$ cat src/erf_pkg.sv
package erf_pkg;

   localparam int OPCODE_W = 3;
   localparam int TIME_W   = 16;
   localparam int DIST_W   = 17;
   localparam int SPEED_W  = 12;
   localparam int ALPHA_W  = 9;
   localparam int Q_SHIFT  = 8;

   localparam int MEDIAN_DEPTH = 5;

   localparam int CSR_ADDR_W = 5;
   localparam int CSR_DATA_W = 32;

   localparam logic [OPCODE_W-1:0] OP_TRIGGER   = 3'd0;
   localparam logic [OPCODE_W-1:0] OP_ECHO      = 3'd1;
   localparam logic [OPCODE_W-1:0] OP_POLL      = 3'd2;
   localparam logic [OPCODE_W-1:0] OP_CALIBRATE = 3'd3;
   localparam logic [OPCODE_W-1:0] OP_READ      = 3'd4;

   localparam logic [TIME_W-1:0]  RST_MIN_PULSE  = 16'd233;
   localparam logic [TIME_W-1:0]  RST_MAX_PULSE  = 16'd23300;
   localparam logic [TIME_W-1:0]  RST_TIMER_PER  = 16'd20000;
   localparam logic [SPEED_W-1:0] RST_SPEED      = 12'd1124;
   localparam logic [DIST_W-1:0]  RST_SPIKE      = 17'd6400;
   localparam logic [ALPHA_W-1:0] RST_ALPHA      = 9'd77;
   localparam logic [TIME_W-1:0]  RST_TIMEOUT    = 16'd30;

   typedef struct packed {
      logic [TIME_W-1:0]  min_pulse_us;
      logic [TIME_W-1:0]  max_pulse_us;
      logic [TIME_W-1:0]  timer_period;
      logic [SPEED_W-1:0] speed_factor_q8;
      logic [DIST_W-1:0]  spike_threshold_q8;
      logic [ALPHA_W-1:0] lpf_alpha_q8;
      logic [TIME_W-1:0]  timeout_ms;
   } cfg_type;

   typedef struct packed {
      logic accept;
      logic trig;
      logic edge_rise;
      logic edge_fall;
      logic timeout;
      logic calibrate;
      logic take;
      logic invalidate;
      logic scale;
      logic set_valid;
      logic commit;
      logic med_next;
      logic med_take;
      logic ema_load;
      logic ema_mul_a;
      logic ema_mul_b;
      logic ema_sum;
      logic emit;
   } cmd_type;

   typedef struct packed {
      logic phase_idle;
      logic phase_rise;
      logic phase_fall;
      logic cap_ready;
      logic timeout_hit;
      logic gate_ok;
      logic spike;
      logic med_hit;
      logic ema_direct;
   } stat_type;

endpackage

$ cat src/erf_ctrl.sv
module erf_ctrl (
   input  logic                           clock,
   input  logic                           reset,
   input  logic                           req_valid,
   output logic                           req_ready,
   input  logic [erf_pkg::OPCODE_W-1:0]   req_opcode,
   output logic                           rsp_valid,
   input  logic                           rsp_ready,
   output erf_pkg::cmd_type               cmd,
   input  erf_pkg::stat_type              st
);

   localparam logic [2:0] S_IDLE  = 3'd0;
   localparam logic [2:0] S_GATE  = 3'd1;
   localparam logic [2:0] S_CHECK = 3'd2;
   localparam logic [2:0] S_MED   = 3'd3;
   localparam logic [2:0] S_EMA1  = 3'd4;
   localparam logic [2:0] S_EMA2  = 3'd5;
   localparam logic [2:0] S_EMA3  = 3'd6;
   localparam logic [2:0] S_EMIT  = 3'd7;

   logic [2:0] state_ff, state_in;
   logic       rsp_valid_ff, rsp_valid_in;

   always_comb begin
      cmd          = '0;
      state_in     = state_ff;
      rsp_valid_in = rsp_valid_ff && !rsp_ready;
      req_ready    = (state_ff == S_IDLE);
      unique case (state_ff)
         S_IDLE: begin
            if (req_valid) begin
               cmd.accept = 1'b1;
               state_in   = S_EMIT;
               unique case (req_opcode)
                  erf_pkg::OP_TRIGGER: cmd.trig = st.phase_idle;
                  erf_pkg::OP_ECHO: begin
                     cmd.edge_rise = st.phase_rise;
                     cmd.edge_fall = st.phase_fall;
                  end
                  erf_pkg::OP_POLL: begin
                     if (st.cap_ready) begin
                        cmd.take = 1'b1;
                        state_in = S_GATE;
                     end else begin
                        cmd.timeout = !st.phase_idle && st.timeout_hit;
                     end
                  end
                  erf_pkg::OP_CALIBRATE: cmd.calibrate = 1'b1;
                  default: ;
               endcase
            end
         end
         S_GATE: begin
            if (st.gate_ok) begin
               cmd.scale = 1'b1;
               state_in  = S_CHECK;
            end else begin
               cmd.invalidate = 1'b1;
               state_in       = S_EMIT;
            end
         end
         S_CHECK: begin
            if (st.spike) begin
               cmd.set_valid = 1'b1;
               state_in      = S_EMIT;
            end else begin
               cmd.commit = 1'b1;
               state_in   = S_MED;
            end
         end
         S_MED: begin
            if (st.med_hit) begin
               cmd.med_take = 1'b1;
               state_in     = S_EMA1;
            end else begin
               cmd.med_next = 1'b1;
            end
         end
         S_EMA1: begin
            if (st.ema_direct) begin
               cmd.ema_load = 1'b1;
               state_in     = S_EMIT;
            end else begin
               cmd.ema_mul_a = 1'b1;
               state_in      = S_EMA2;
            end
         end
         S_EMA2: begin
            cmd.ema_mul_b = 1'b1;
            state_in      = S_EMA3;
         end
         S_EMA3: begin
            cmd.ema_sum = 1'b1;
            state_in    = S_EMIT;
         end
         S_EMIT: begin
            if (!rsp_valid_ff || rsp_ready) begin
               cmd.emit     = 1'b1;
               rsp_valid_in = 1'b1;
               state_in     = S_IDLE;
            end
         end
         default: state_in = S_IDLE;
      endcase
   end

   always_ff @(posedge clock) begin
      if (reset) begin
         state_ff     <= S_IDLE;
         rsp_valid_ff <= 1'b0;
      end else begin
         state_ff     <= state_in;
         rsp_valid_ff <= rsp_valid_in;
      end
   end

   assign rsp_valid = rsp_valid_ff;

endmodule

$ cat src/erf_dp.sv
module erf_dp #(
   parameter int MEDIAN_DEPTH = erf_pkg::MEDIAN_DEPTH
) (
   input  logic                          clock,
   input  logic                          reset,
   input  logic [erf_pkg::TIME_W-1:0]    req_edge_time,
   input  logic [erf_pkg::TIME_W-1:0]    req_now_ms,
   input  erf_pkg::cfg_type              cfg,
   input  erf_pkg::cmd_type              cmd,
   output erf_pkg::stat_type             st,
   output logic [erf_pkg::DIST_W-1:0]    rsp_height_q8,
   output logic [erf_pkg::DIST_W-1:0]    rsp_distance_q8,
   output logic                          rsp_measure_valid,
   output logic                          rsp_busy_res,
   output logic                          rsp_fire_trigger
);

   localparam int TW      = erf_pkg::TIME_W;
   localparam int DW      = erf_pkg::DIST_W;
   localparam int AW      = erf_pkg::ALPHA_W;
   localparam int QS      = erf_pkg::Q_SHIFT;
   localparam int SCALE_W = erf_pkg::TIME_W + erf_pkg::SPEED_W;
   localparam int PROD_W  = erf_pkg::ALPHA_W + erf_pkg::DIST_W;
   localparam int SUM_W   = PROD_W + 1;
   localparam int POS_W   = $clog2(MEDIAN_DEPTH);
   localparam int CNT_W   = $clog2(MEDIAN_DEPTH + 1);

   localparam logic [POS_W-1:0] POS_LAST  = POS_W'(MEDIAN_DEPTH - 1);
   localparam logic [CNT_W-1:0] CNT_FULL  = CNT_W'(MEDIAN_DEPTH);
   localparam logic [DW-1:0]    DIST_MAX  = {DW{1'b1}};
   localparam logic [AW-1:0]    ALPHA_ONE = AW'(1 << QS);
   localparam logic [SUM_W-1:0] ROUND     = SUM_W'(1 << (QS - 1));

   localparam logic [1:0] PH_IDLE = 2'd0;
   localparam logic [1:0] PH_RISE = 2'd1;
   localparam logic [1:0] PH_FALL = 2'd2;

   logic [1:0]        phase_ff;
   logic              cap_ready_ff;
   logic [TW-1:0]     rise_ff, fall_ff, trig_ff;
   logic [DW-1:0]     width_ff, width_in;
   logic [DW-1:0]     raw_ff, raw_in;
   logic [DW-1:0]     last_ff;
   logic [DW-1:0]     win_ff [MEDIAN_DEPTH];
   logic [POS_W-1:0]  pos_ff, idx_ff;
   logic              full_ff;
   logic [DW-1:0]     med_ff;
   logic [DW-1:0]     sm_ff, held_ff, ground_ff;
   logic              valid_ff;
   logic              fire_pend_ff;
   logic [PROD_W-1:0] prod_a_ff, prod_b_ff;

   logic [TW-1:0]      elapsed;
   logic [SCALE_W-1:0] scale_prod;
   logic [DW-1:0]      diff;
   logic [CNT_W-1:0]   n_cnt, k_cnt, lt_cnt, le_cnt;
   logic [DW-1:0]      cand;
   logic [AW-1:0]      alpha_sat, alpha_rem;
   logic [SUM_W-1:0]   ema_sum;
   logic [DW-1:0]      ema_val;

   assign width_in = (fall_ff >= rise_ff) ? {1'b0, fall_ff - rise_ff}
                   : ({1'b0, cfg.timer_period} - {1'b0, rise_ff} + {1'b0, fall_ff});

   assign scale_prod = width_ff[TW-1:0] * cfg.speed_factor_q8;
   assign raw_in = (|scale_prod[SCALE_W-1:DW+QS]) ? DIST_MAX : scale_prod[DW+QS-1:QS];

   assign diff    = (raw_ff > last_ff) ? raw_ff - last_ff : last_ff - raw_ff;
   assign elapsed = req_now_ms - trig_ff;

   always_comb begin
      n_cnt  = full_ff ? CNT_FULL : CNT_W'(pos_ff);
      k_cnt  = n_cnt >> 1;
      cand   = win_ff[idx_ff];
      lt_cnt = '0;
      le_cnt = '0;
      for (int j = 0; j < MEDIAN_DEPTH; j++) begin
         if (full_ff || (POS_W'(j) < pos_ff)) begin
            lt_cnt = lt_cnt + CNT_W'(win_ff[j] < cand);
            le_cnt = le_cnt + CNT_W'(win_ff[j] <= cand);
         end
      end
   end

   assign alpha_sat = cfg.lpf_alpha_q8[AW-1] ? ALPHA_ONE : cfg.lpf_alpha_q8;
   assign alpha_rem = ALPHA_ONE - alpha_sat;
   assign ema_sum   = {1'b0, prod_a_ff} + {1'b0, prod_b_ff} + ROUND;
   assign ema_val   = (|ema_sum[SUM_W-1:DW+QS]) ? DIST_MAX : ema_sum[DW+QS-1:QS];

   always_comb begin
      st             = '0;
      st.phase_idle  = (phase_ff == PH_IDLE);
      st.phase_rise  = (phase_ff == PH_RISE);
      st.phase_fall  = (phase_ff == PH_FALL);
      st.cap_ready   = cap_ready_ff;
      st.timeout_hit = (elapsed >= cfg.timeout_ms);
      st.gate_ok     = (width_ff >= {1'b0, cfg.min_pulse_us})
                    && (width_ff <= {1'b0, cfg.max_pulse_us});
      st.spike       = (last_ff != '0) && (diff > cfg.spike_threshold_q8);
      st.med_hit     = (lt_cnt <= k_cnt) && (le_cnt > k_cnt);
      st.ema_direct  = (sm_ff[DW-1:QS] == '0);
   end

   always_ff @(posedge clock) begin
      if (reset) begin
         phase_ff     <= PH_IDLE;
         cap_ready_ff <= 1'b0;
         rise_ff      <= '0;
         fall_ff      <= '0;
         trig_ff      <= '0;
      end else begin
         if (cmd.trig) begin
            cap_ready_ff <= 1'b0;
            phase_ff     <= PH_RISE;
            trig_ff      <= req_now_ms;
         end
         if (cmd.edge_rise) begin
            rise_ff  <= req_edge_time;
            phase_ff <= PH_FALL;
         end
         if (cmd.edge_fall) begin
            fall_ff      <= req_edge_time;
            cap_ready_ff <= 1'b1;
            phase_ff     <= PH_IDLE;
         end
         if (cmd.timeout) begin
            phase_ff <= PH_IDLE;
         end
         if (cmd.take) begin
            cap_ready_ff <= 1'b0;
         end
      end
   end

   always_ff @(posedge clock) begin
      if (reset) begin
         last_ff   <= '0;
         pos_ff    <= '0;
         full_ff   <= 1'b0;
         idx_ff    <= '0;
         sm_ff     <= '0;
         held_ff   <= '0;
         ground_ff <= '0;
         valid_ff  <= 1'b0;
      end else begin
         if (cmd.timeout || cmd.invalidate) begin
            valid_ff <= 1'b0;
         end
         if (cmd.set_valid) begin
            valid_ff <= 1'b1;
         end
         if (cmd.calibrate && valid_ff && (held_ff != '0)) begin
            ground_ff <= held_ff;
         end
         if (cmd.commit) begin
            last_ff <= raw_ff;
            idx_ff  <= '0;
            if (pos_ff == POS_LAST) begin
               pos_ff  <= '0;
               full_ff <= 1'b1;
            end else begin
               pos_ff <= pos_ff + 1'b1;
            end
         end
         if (cmd.med_next) begin
            idx_ff <= idx_ff + 1'b1;
         end
         if (cmd.ema_load) begin
            sm_ff    <= med_ff;
            held_ff  <= med_ff;
            valid_ff <= 1'b1;
         end
         if (cmd.ema_sum) begin
            sm_ff    <= ema_val;
            held_ff  <= ema_val;
            valid_ff <= 1'b1;
         end
      end
   end

   always_ff @(posedge clock) begin
      if (cmd.commit) begin
         win_ff[pos_ff] <= raw_ff;
      end
   end

   always_ff @(posedge clock) begin
      if (cmd.take) begin
         width_ff <= width_in;
      end
      if (cmd.scale) begin
         raw_ff <= raw_in;
      end
      if (cmd.med_take) begin
         med_ff <= cand;
      end
      if (cmd.ema_mul_a) begin
         prod_a_ff <= alpha_sat * med_ff;
      end
      if (cmd.ema_mul_b) begin
         prod_b_ff <= alpha_rem * sm_ff;
      end
   end

   always_ff @(posedge clock) begin
      if (reset) begin
         fire_pend_ff <= 1'b0;
      end else if (cmd.accept) begin
         fire_pend_ff <= cmd.trig;
      end
   end

   always_ff @(posedge clock) begin
      if (cmd.emit) begin
         rsp_height_q8     <= (held_ff > ground_ff) ? held_ff - ground_ff : '0;
         rsp_distance_q8   <= held_ff;
         rsp_measure_valid <= valid_ff;
         rsp_busy_res      <= (phase_ff != PH_IDLE);
         rsp_fire_trigger  <= fire_pend_ff;
      end
   end

   a_commit_fills: assert property (@(posedge clock) disable iff (reset)
      cmd.commit |=> (full_ff || (pos_ff != '0)))
      else $error("median window empty after a commit");

   a_med_take_hit: assert property (@(posedge clock) disable iff (reset)
      cmd.med_take |-> st.med_hit)
      else $error("median taken from a candidate that is not the middle");

   a_ema_held: assert property (@(posedge clock) disable iff (reset)
      cmd.ema_sum |=> (valid_ff && (held_ff == sm_ff)))
      else $error("held distance out of step with the filter");

   a_fall_ready: assert property (@(posedge clock) disable iff (reset)
      cmd.edge_fall |=> (cap_ready_ff && (phase_ff == PH_IDLE)))
      else $error("falling edge did not leave a capture pending");

endmodule

$ cat src/echo_range_filter.sv
// Channel   Direction  Handshake            Word
// req       in         req_valid/req_ready  opcode, edge_time, now_ms
// rsp       out        rsp_valid/rsp_ready  height, distance, valid, busy, fire
// csr       in/out     psel/penable/pready  one 32-bit register per 4 bytes
//
// Trigger, echo, calibrate, read and a poll with no capture go straight to emit.
// A capture poll emits if out of range or on a spike; else it commits, scans the
// median (up to MEDIAN_DEPTH entries, one a cycle), filters it and emits.
// One word is in work at a time; the next is taken as soon as the previous
// result is loaded into the output register, even if rsp_ready is low.
// Reset is synchronous and restores control, config and filter state registers.
module echo_range_filter #(
   parameter int MEDIAN_DEPTH = erf_pkg::MEDIAN_DEPTH
) (
   input  logic                              clock,
   input  logic                              reset,
   input  logic                              req_valid,
   output logic                              req_ready,
   input  logic [erf_pkg::OPCODE_W-1:0]      req_opcode,
   input  logic [erf_pkg::TIME_W-1:0]        req_edge_time,
   input  logic [erf_pkg::TIME_W-1:0]        req_now_ms,
   output logic                              rsp_valid,
   input  logic                              rsp_ready,
   output logic [erf_pkg::DIST_W-1:0]        rsp_height_q8,
   output logic [erf_pkg::DIST_W-1:0]        rsp_distance_q8,
   output logic                              rsp_measure_valid,
   output logic                              rsp_busy_res,
   output logic                              rsp_fire_trigger,
   input  logic                              csr_psel,
   input  logic                              csr_penable,
   input  logic                              csr_pwrite,
   input  logic [erf_pkg::CSR_ADDR_W-1:0]    csr_paddr,
   input  logic [erf_pkg::CSR_DATA_W-1:0]    csr_pwdata,
   output logic [erf_pkg::CSR_DATA_W-1:0]    csr_prdata,
   output logic                              csr_pready
);

   localparam int DAT_W = erf_pkg::CSR_DATA_W;

   localparam logic [2:0] REG_MIN_PULSE = 3'd0;
   localparam logic [2:0] REG_MAX_PULSE = 3'd1;
   localparam logic [2:0] REG_TIMER_PER = 3'd2;
   localparam logic [2:0] REG_SPEED     = 3'd3;
   localparam logic [2:0] REG_SPIKE     = 3'd4;
   localparam logic [2:0] REG_ALPHA     = 3'd5;
   localparam logic [2:0] REG_TIMEOUT   = 3'd6;

   erf_pkg::cfg_type  cfg_ff;
   erf_pkg::cmd_type  cmd;
   erf_pkg::stat_type st;
   logic [2:0]        reg_idx;
   logic              csr_wr;

   assign reg_idx    = csr_paddr[4:2];
   assign csr_wr     = csr_psel && csr_penable && csr_pwrite;
   assign csr_pready = 1'b1;

   always_ff @(posedge clock) begin
      if (reset) begin
         cfg_ff.min_pulse_us       <= erf_pkg::RST_MIN_PULSE;
         cfg_ff.max_pulse_us       <= erf_pkg::RST_MAX_PULSE;
         cfg_ff.timer_period       <= erf_pkg::RST_TIMER_PER;
         cfg_ff.speed_factor_q8    <= erf_pkg::RST_SPEED;
         cfg_ff.spike_threshold_q8 <= erf_pkg::RST_SPIKE;
         cfg_ff.lpf_alpha_q8       <= erf_pkg::RST_ALPHA;
         cfg_ff.timeout_ms         <= erf_pkg::RST_TIMEOUT;
      end else if (csr_wr) begin
         unique case (reg_idx)
            REG_MIN_PULSE: cfg_ff.min_pulse_us <= csr_pwdata[erf_pkg::TIME_W-1:0];
            REG_MAX_PULSE: cfg_ff.max_pulse_us <= csr_pwdata[erf_pkg::TIME_W-1:0];
            REG_TIMER_PER: cfg_ff.timer_period <= csr_pwdata[erf_pkg::TIME_W-1:0];
            REG_SPEED:     cfg_ff.speed_factor_q8 <= csr_pwdata[erf_pkg::SPEED_W-1:0];
            REG_SPIKE:     cfg_ff.spike_threshold_q8 <= csr_pwdata[erf_pkg::DIST_W-1:0];
            REG_ALPHA:     cfg_ff.lpf_alpha_q8 <= csr_pwdata[erf_pkg::ALPHA_W-1:0];
            REG_TIMEOUT:   cfg_ff.timeout_ms <= csr_pwdata[erf_pkg::TIME_W-1:0];
            default: ;
         endcase
      end
   end

   always_comb begin
      unique case (reg_idx)
         REG_MIN_PULSE: csr_prdata = DAT_W'(cfg_ff.min_pulse_us);
         REG_MAX_PULSE: csr_prdata = DAT_W'(cfg_ff.max_pulse_us);
         REG_TIMER_PER: csr_prdata = DAT_W'(cfg_ff.timer_period);
         REG_SPEED:     csr_prdata = DAT_W'(cfg_ff.speed_factor_q8);
         REG_SPIKE:     csr_prdata = DAT_W'(cfg_ff.spike_threshold_q8);
         REG_ALPHA:     csr_prdata = DAT_W'(cfg_ff.lpf_alpha_q8);
         REG_TIMEOUT:   csr_prdata = DAT_W'(cfg_ff.timeout_ms);
         default:       csr_prdata = '0;
      endcase
   end

   erf_ctrl u_ctrl (
      .clock      (clock),
      .reset      (reset),
      .req_valid  (req_valid),
      .req_ready  (req_ready),
      .req_opcode (req_opcode),
      .rsp_valid  (rsp_valid),
      .rsp_ready  (rsp_ready),
      .cmd        (cmd),
      .st         (st)
   );

   erf_dp #(
      .MEDIAN_DEPTH (MEDIAN_DEPTH)
   ) u_dp (
      .clock             (clock),
      .reset             (reset),
      .req_edge_time     (req_edge_time),
      .req_now_ms        (req_now_ms),
      .cfg               (cfg_ff),
      .cmd               (cmd),
      .st                (st),
      .rsp_height_q8     (rsp_height_q8),
      .rsp_distance_q8   (rsp_distance_q8),
      .rsp_measure_valid (rsp_measure_valid),
      .rsp_busy_res      (rsp_busy_res),
      .rsp_fire_trigger  (rsp_fire_trigger)
   );

endmodule
$ cat config.mk
export PLATFORM = sky130hd
export DESIGN_NAME = echo_range_filter
export DESIGN_NICKNAME = d
export VERILOG_FILES = /design/src/erf_pkg.sv /design/src/erf_ctrl.sv /design/src/erf_dp.sv /design/src/echo_range_filter.sv
export SDC_FILE = /design/constraint.sdc
export NUM_CORES = 2
export LEC_CHECK = 0
export BUFFER_PORTS_ARGS = -buffer_cell sky130_fd_sc_hd__buf_2
export CAP_MARGIN = 20
export CORE_ASPECT_RATIO = 1.4
export CORE_UTILIZATION = 39
export DETAILED_ROUTE_END_ITERATION = 8
export SETUP_SLACK_MARGIN = 0.15
export SYNTH_ARGS = -nofsm -noshare
export SYNTH_HDL_FRONTEND = slang
export SYNTH_SLANG_ARGS = --single-unit
$ cat constraint.sdc
create_clock -name clock -period 9.8 [get_ports clock]
set_clock_uncertainty 0.2 [all_clocks]
set_input_delay 0.98 -clock clock [delete_from_list [all_inputs] [get_ports clock]]
set_output_delay 0.98 -clock clock [all_outputs]
set_load 0.01 [all_outputs]
# Word-level counts from Yosys, hierarchy flattened
# Memories as Yosys holds them, arrays and structs flattened. A register that Yosys moved wholly into a read port is not among the register bits.
# Cells that the tools add are included.
# W data, S select, Z words.
[word_totals]
regBits = 357
mem_bits_rw = 85
inputBits = 79
mem_count = 1
[memory_table]
columns = ["name", "depth", "width", "read_ports", "rd_ports_with_merged_regs", "write_ports", "line_no", "text"]
rows = [
  ["u_dp.win_ff", 5, 17, 6, 1, 1, "erf_dp.sv:44", "logic [DW-1:0] win_ff [MEDIAN_DEPTH];"],
]
[op_classes]
addsub = 20
mul = 3
magnitude_cmp = 24
n_eq_ne = 22
mux = 69
reduce_logical = 46
[ops]
columns = ["op", "n"]
rows = [
  ["$pmux W17 S7", 1],
  ["$le A17 B17 Y1", 5],
  ["$lt A17 B17 Y1", 5],
  ["$mux W17", 4],
  ["$mux W3", 21],
  ["$mul A9 B17 Y26", 2],
  ["$gt A17 B17 Y1", 3],
  ["$sub A17 B17 Y17", 3],
  ["$reduce_bool A17 Y1", 2],
  ["$ge A16 B16 Y1", 2],
  ["$sub A16 B16 Y16", 2],
  ["$mux W1", 30],
  ["$mul A16 B12 Y28", 1],
  ["$add A26 B26 Y27", 1],
  ["$add A27 B8 Y27 const B", 1],
  ["$eq A3 B3 Y1 const B", 8],
  ["$pmux W3 S8", 1],
  ["$add A3 B1 Y3", 7],
  ["$eq A3 B2 Y1 const B", 6],
  ["$add A17 B16 Y17", 1],
  ["$ge A17 B16 Y1", 1],
  ["$le A17 B16 Y1", 1],
  ["$sub A16 B16 Y17", 1],
  ["$mux W16", 1],
  ["other kinds (29)", 74],
]

# Depth between registers and ports, before layout
[depth]
ltp_word = 18
mapped_depth = 37

# Modules after synthesis
# From an unflattened synthesis, not the netlist that was laid out.
[hier_totals]
cells_unflattened = 4606
hier_area_um2 = 44775.4
[modules_own_cells]
columns = ["module", "instances", "cells_per_inst", "area_each_um2", "seq_area_each_um2"]
rows = [
  ["erf_dp", 1, 4004, 39270.2, 10570.1],
  ["echo_range_filter", 1, 547, 5078.6, 2042.0],
  ["erf_ctrl", 1, 55, 426.7, 80.1],
]

# Least setup slack after synthesis
# OpenSTA, ideal clock, no wires.
[synth_path]
path_kind = "reg2reg"
start = "reg (tool-made name)"
end = "reg u_dp.med_ff[0] (enable)"
arrival_time_ps = 7736
path_slack_ps = 1451
path_stages_with_launch = 32
path_buffers = 2
synth_period_minus_slack_ps = 8349
path_cell_list = "dfxtp_1 clkbuf_1 buf_1 mux4_2 mux2i_1 ha_1 nor2b_1 o21a_1 o21a_1 o21a_1 o21ai_0 nand2b_1 a211oi_1 o31a_1 ha_1 nand2_1 o21ai_0 ha_1 nand2_1 o21ai_0 a32oi_1 nand2_1 ha_1 ha_1 mux2_2 ha_1 mux2_2 ha_1 nor2b_1 o21ai_0 o211ai_1 nor3_1"
[synth_lines]
columns = ["element", "line_no", "text"]
rows = [
  ["end signal: assignment", "erf_dp.sv:195", "med_ff <= cand;"],
  ["end: declaration", "erf_dp.sv:47", "logic [DW-1:0] med_ff;"],
]

==> flow_summary.ini <==
[drt]
drc_errors = 0
viasPerCell = 5.30
drt-initial-drc-count = 1921
wirelength_um = 118000
routedWlPerCell_um = 19.0
num_vias = 33100
drtPass1Iterations = 5
postRouteAntennaNets = 0

[clock_tree]
h-tree-depth = 2
post_cts_buffers = 0
ctsResizeCount = 0
clkTransAtPathRegs_ps = 60
holdBufCountCts = 0
clock_sinks = 496
cts_tree = yes
insertion_delay_ps = 680
clk_path_buf_depth = 3
cts_inserted_buffers = 56
root_buffer = clkbuf_16

[critical_path]
worstPathArrival_ps = 8450
cpPeakStageDelay_ps = 700
cp-start-kind = flip-flop
rrSetupSlack_ps = 1710
cp-endpoint = u_dp.idx_ff[2]$_SDFFE_PP0P_
r2r-end = u_dp.idx_ff[2]$_SDFFE_PP0P_
r2r_cells = 28
cpMaxStageDelayCell = dfxtp_2
cp.required_ps = 10160
crit_path_end_kind = flip-flop
worstSetupPathType = reg2reg
crit_top_cell = ha_1
worst-path-max-fanout = 14

[worst_hold_path]
min_path_cells = 2
hold_path_class = reg2reg

[placement]
place_congestion = 0.896
dpl_cell_area_um2 = 46400
dp_hpwl_um = 90900
post-place-ws_ps = 1670
port_buffers = 117

[sta]
setup-tns-final_ps = 0
worst_slack_ps = 1710
fmax_mhz = 124
min_period_ps = 8090
setup_violations = 0
hold_viol = 0
slew_headroom_pct = 25.2
worstMarginPinSlew_ps = 1120
rsz0062_at_grt = no
fin_crit_sh_pct = 82.5
slew_viol_final = 0

[synth]
synth_edf_count = 276
netlist_area_um2 = 44200
synth-seq-area-share_pct = 28.7
synthDominantCellAreaShare_pct = 18.7
synth-warning-count = 0
synthDistinctLibCells = 97
synthTopCellsByArea = edfxtp_1 19%, fa_1 17%, ha_1 13%
synth_seq_cells = 496
synth_cells = 4686
synth_area_per_cell_um2 = 9.44
async_flop_share_pct = 0
ys.flop_type = edfxtp_1
yosys.area.top_type = edfxtp_1

[die]
core_um2 = 112000
die_w_um = 287
start_util_pct = 39.5
rows = 145
die_area_um2 = 115000
chipHeight_um = 401
io_pins = 151

[outcome]
status = finished clean

[grt]
grtUsageTotal_pct = 20.7
grt_pass1_vias = 34200
grt_pass1_wl_um = 187000
grt_start_max_net_pins = 96
globalRouteOverflowTotal = 0
antenna_found_initial = 3

[cells_and_area]
final_nets = 5646
fill_cells = 10800
layout.cells.most_common = nand2_1
fin_area_um2 = 48300
drive_gt1_share_pct = 8.05
area_delta_synth_final_pct = 9.11
final_cell_mix = 680 x nand2_1, 637 x inv_1, 472 x ha_1
final_util_pct = 43.1

[power]
irDropWorstVdd_mv = 0.187
power.density_nw_per_um2 = 223
p_leak_nw = 21.2

[flow_run]
cap_violations = 0
-- registers in the layout, summed over array words and instances (netlist names), 17 cells and up, named ones only --
register	cells
u_dp.raw_ff	17
cfg_ff	102
u_dp.prod_a_ff	26
u_dp.med_ff	17
u_dp.ground_ff	17
u_dp.win_ff	136
u_dp.sm_ff	17
u_dp.rsp_distance_q8	17
u_dp.prod_b_ff	26
u_dp.width_ff	17
u_dp.last_ff	17
u_dp.rsp_height_q8	17
-- how the worst min path moves through the flow --
| stage | startpoint | end |
|---|---|---|
| floorplan | u_dp.fire_pend_ff$_SDFFE_PP0P_ | u_dp.rsp_fire_trigger$_DFFE_PP_ |
| global placement | u_dp.trig_ff[12]$_SDFFE_PP0P_ | u_dp.trig_ff[12]$_SDFFE_PP0P_ |
| detailed placement | cfg_ff[73]$_SDFFE_PP0P_ | cfg_ff[73]$_SDFFE_PP0P_ |
| CTS | cfg_ff[73]$_SDFFE_PP0P_ | cfg_ff[73]$_SDFFE_PP0P_ |
| global route | u_dp.trig_ff[5]$_SDFFE_PP0P_ | u_dp.trig_ff[5]$_SDFFE_PP0P_ |
| finish | u_dp.fall_ff[0]$_SDFFE_PP0P_ | u_dp.fall_ff[0]$_SDFFE_PP0P_ |
-- area by class of cell --
cell class	count	area (um^2)	area share [%]
multi-input combinational	3350	28400	58.8
sequential	496	12700	26.3
inverter	638	2390	4.96
tap	1470	1840	3.81
clock buffer	72	1500	3.11
timing repair buffer	181	1080	2.24
clock inverter	33	390	0.809
antenna	1	2.50	0.00518
-- cells in the mapped netlist (all sizes together), types with 9 or more instances --
master / number
nor2: 213
xnor2: 84
xor2: 58
o21ai: 138
dfxtp: 220
nand2b: 36
o21bai: 24
a22oi: 12
a21boi: 9
a211o: 35
nand3: 42
nand2: 680
a211oi: 29
mux2i: 87
inv: 637
or2: 12
or3: 18
nor2b: 57
clkbuf: 160
ha: 472
o31a: 10
o21a: 45
nor3b: 12
buf: 56
a21oi: 303
nor4: 16
mux4: 39
o41ai: 9
and2: 193
nor3: 46
o22ai: 12
and3: 17
o211ai: 20
nand4: 35
a21o: 73
nand3b: 10
mux2: 12
edfxtp: 276
a31oi: 16
fa: 372
a221oi: 9
-- cells by family (layout without fill, tap and decap cells) --
logic type	count (synthesis)	in the layout	synth area share, %
buffers and inverters	854	924	7.51
other	2	17	0.0170
AO/OA/AOI/OAI	802	802	11.6
XOR/XNOR	142	142	2.81
AND/OR/NAND/NOR	1408	1408	14.9
flip-flops	496	496	28.7
multiplexers	138	138	4.29
adder cells (fa/ha/maj)	844	844	30.2
-- worst max-delay path: cells and delay by family, from the launching register on --
family / cells / cell delay (ps)
AO/OA/AOI/OAI: 12 / 2450
adder cells (fa/ha/maj): 7 / 1890
buffers and inverters: 1 / 390
flip-flops: 1 / 700
multiplexers: 4 / 1540
AND/OR/NAND/NOR: 4 / 830
-- per-stage QoR --
stage,power [mW],hold slack [ps],cells
CTS,10.8,255,6238
global route,11.6,282,6240
floorplan,7.05,208,4700
detailed placement,8.60,247,6133
global placement,8.51,241,6131
finish,10.7,254,6241
-- power breakdown --
part / internal, mW / switching [mW]
Combinational: 2.38 / 3.27
Sequential: 2.61 / 0.327
Clock: 1.23 / 0.939
-- layer usage --
metal,track usage [%],vias to the layer above,routed length [um]
li1,-,15700,-
met1,23.9,16400,46600
met2,38.9,731,62700
met3,1.99,214,4920
met4,7.40,2,4160
met5,0,-,13
Power figures use the tool's default switching activity.
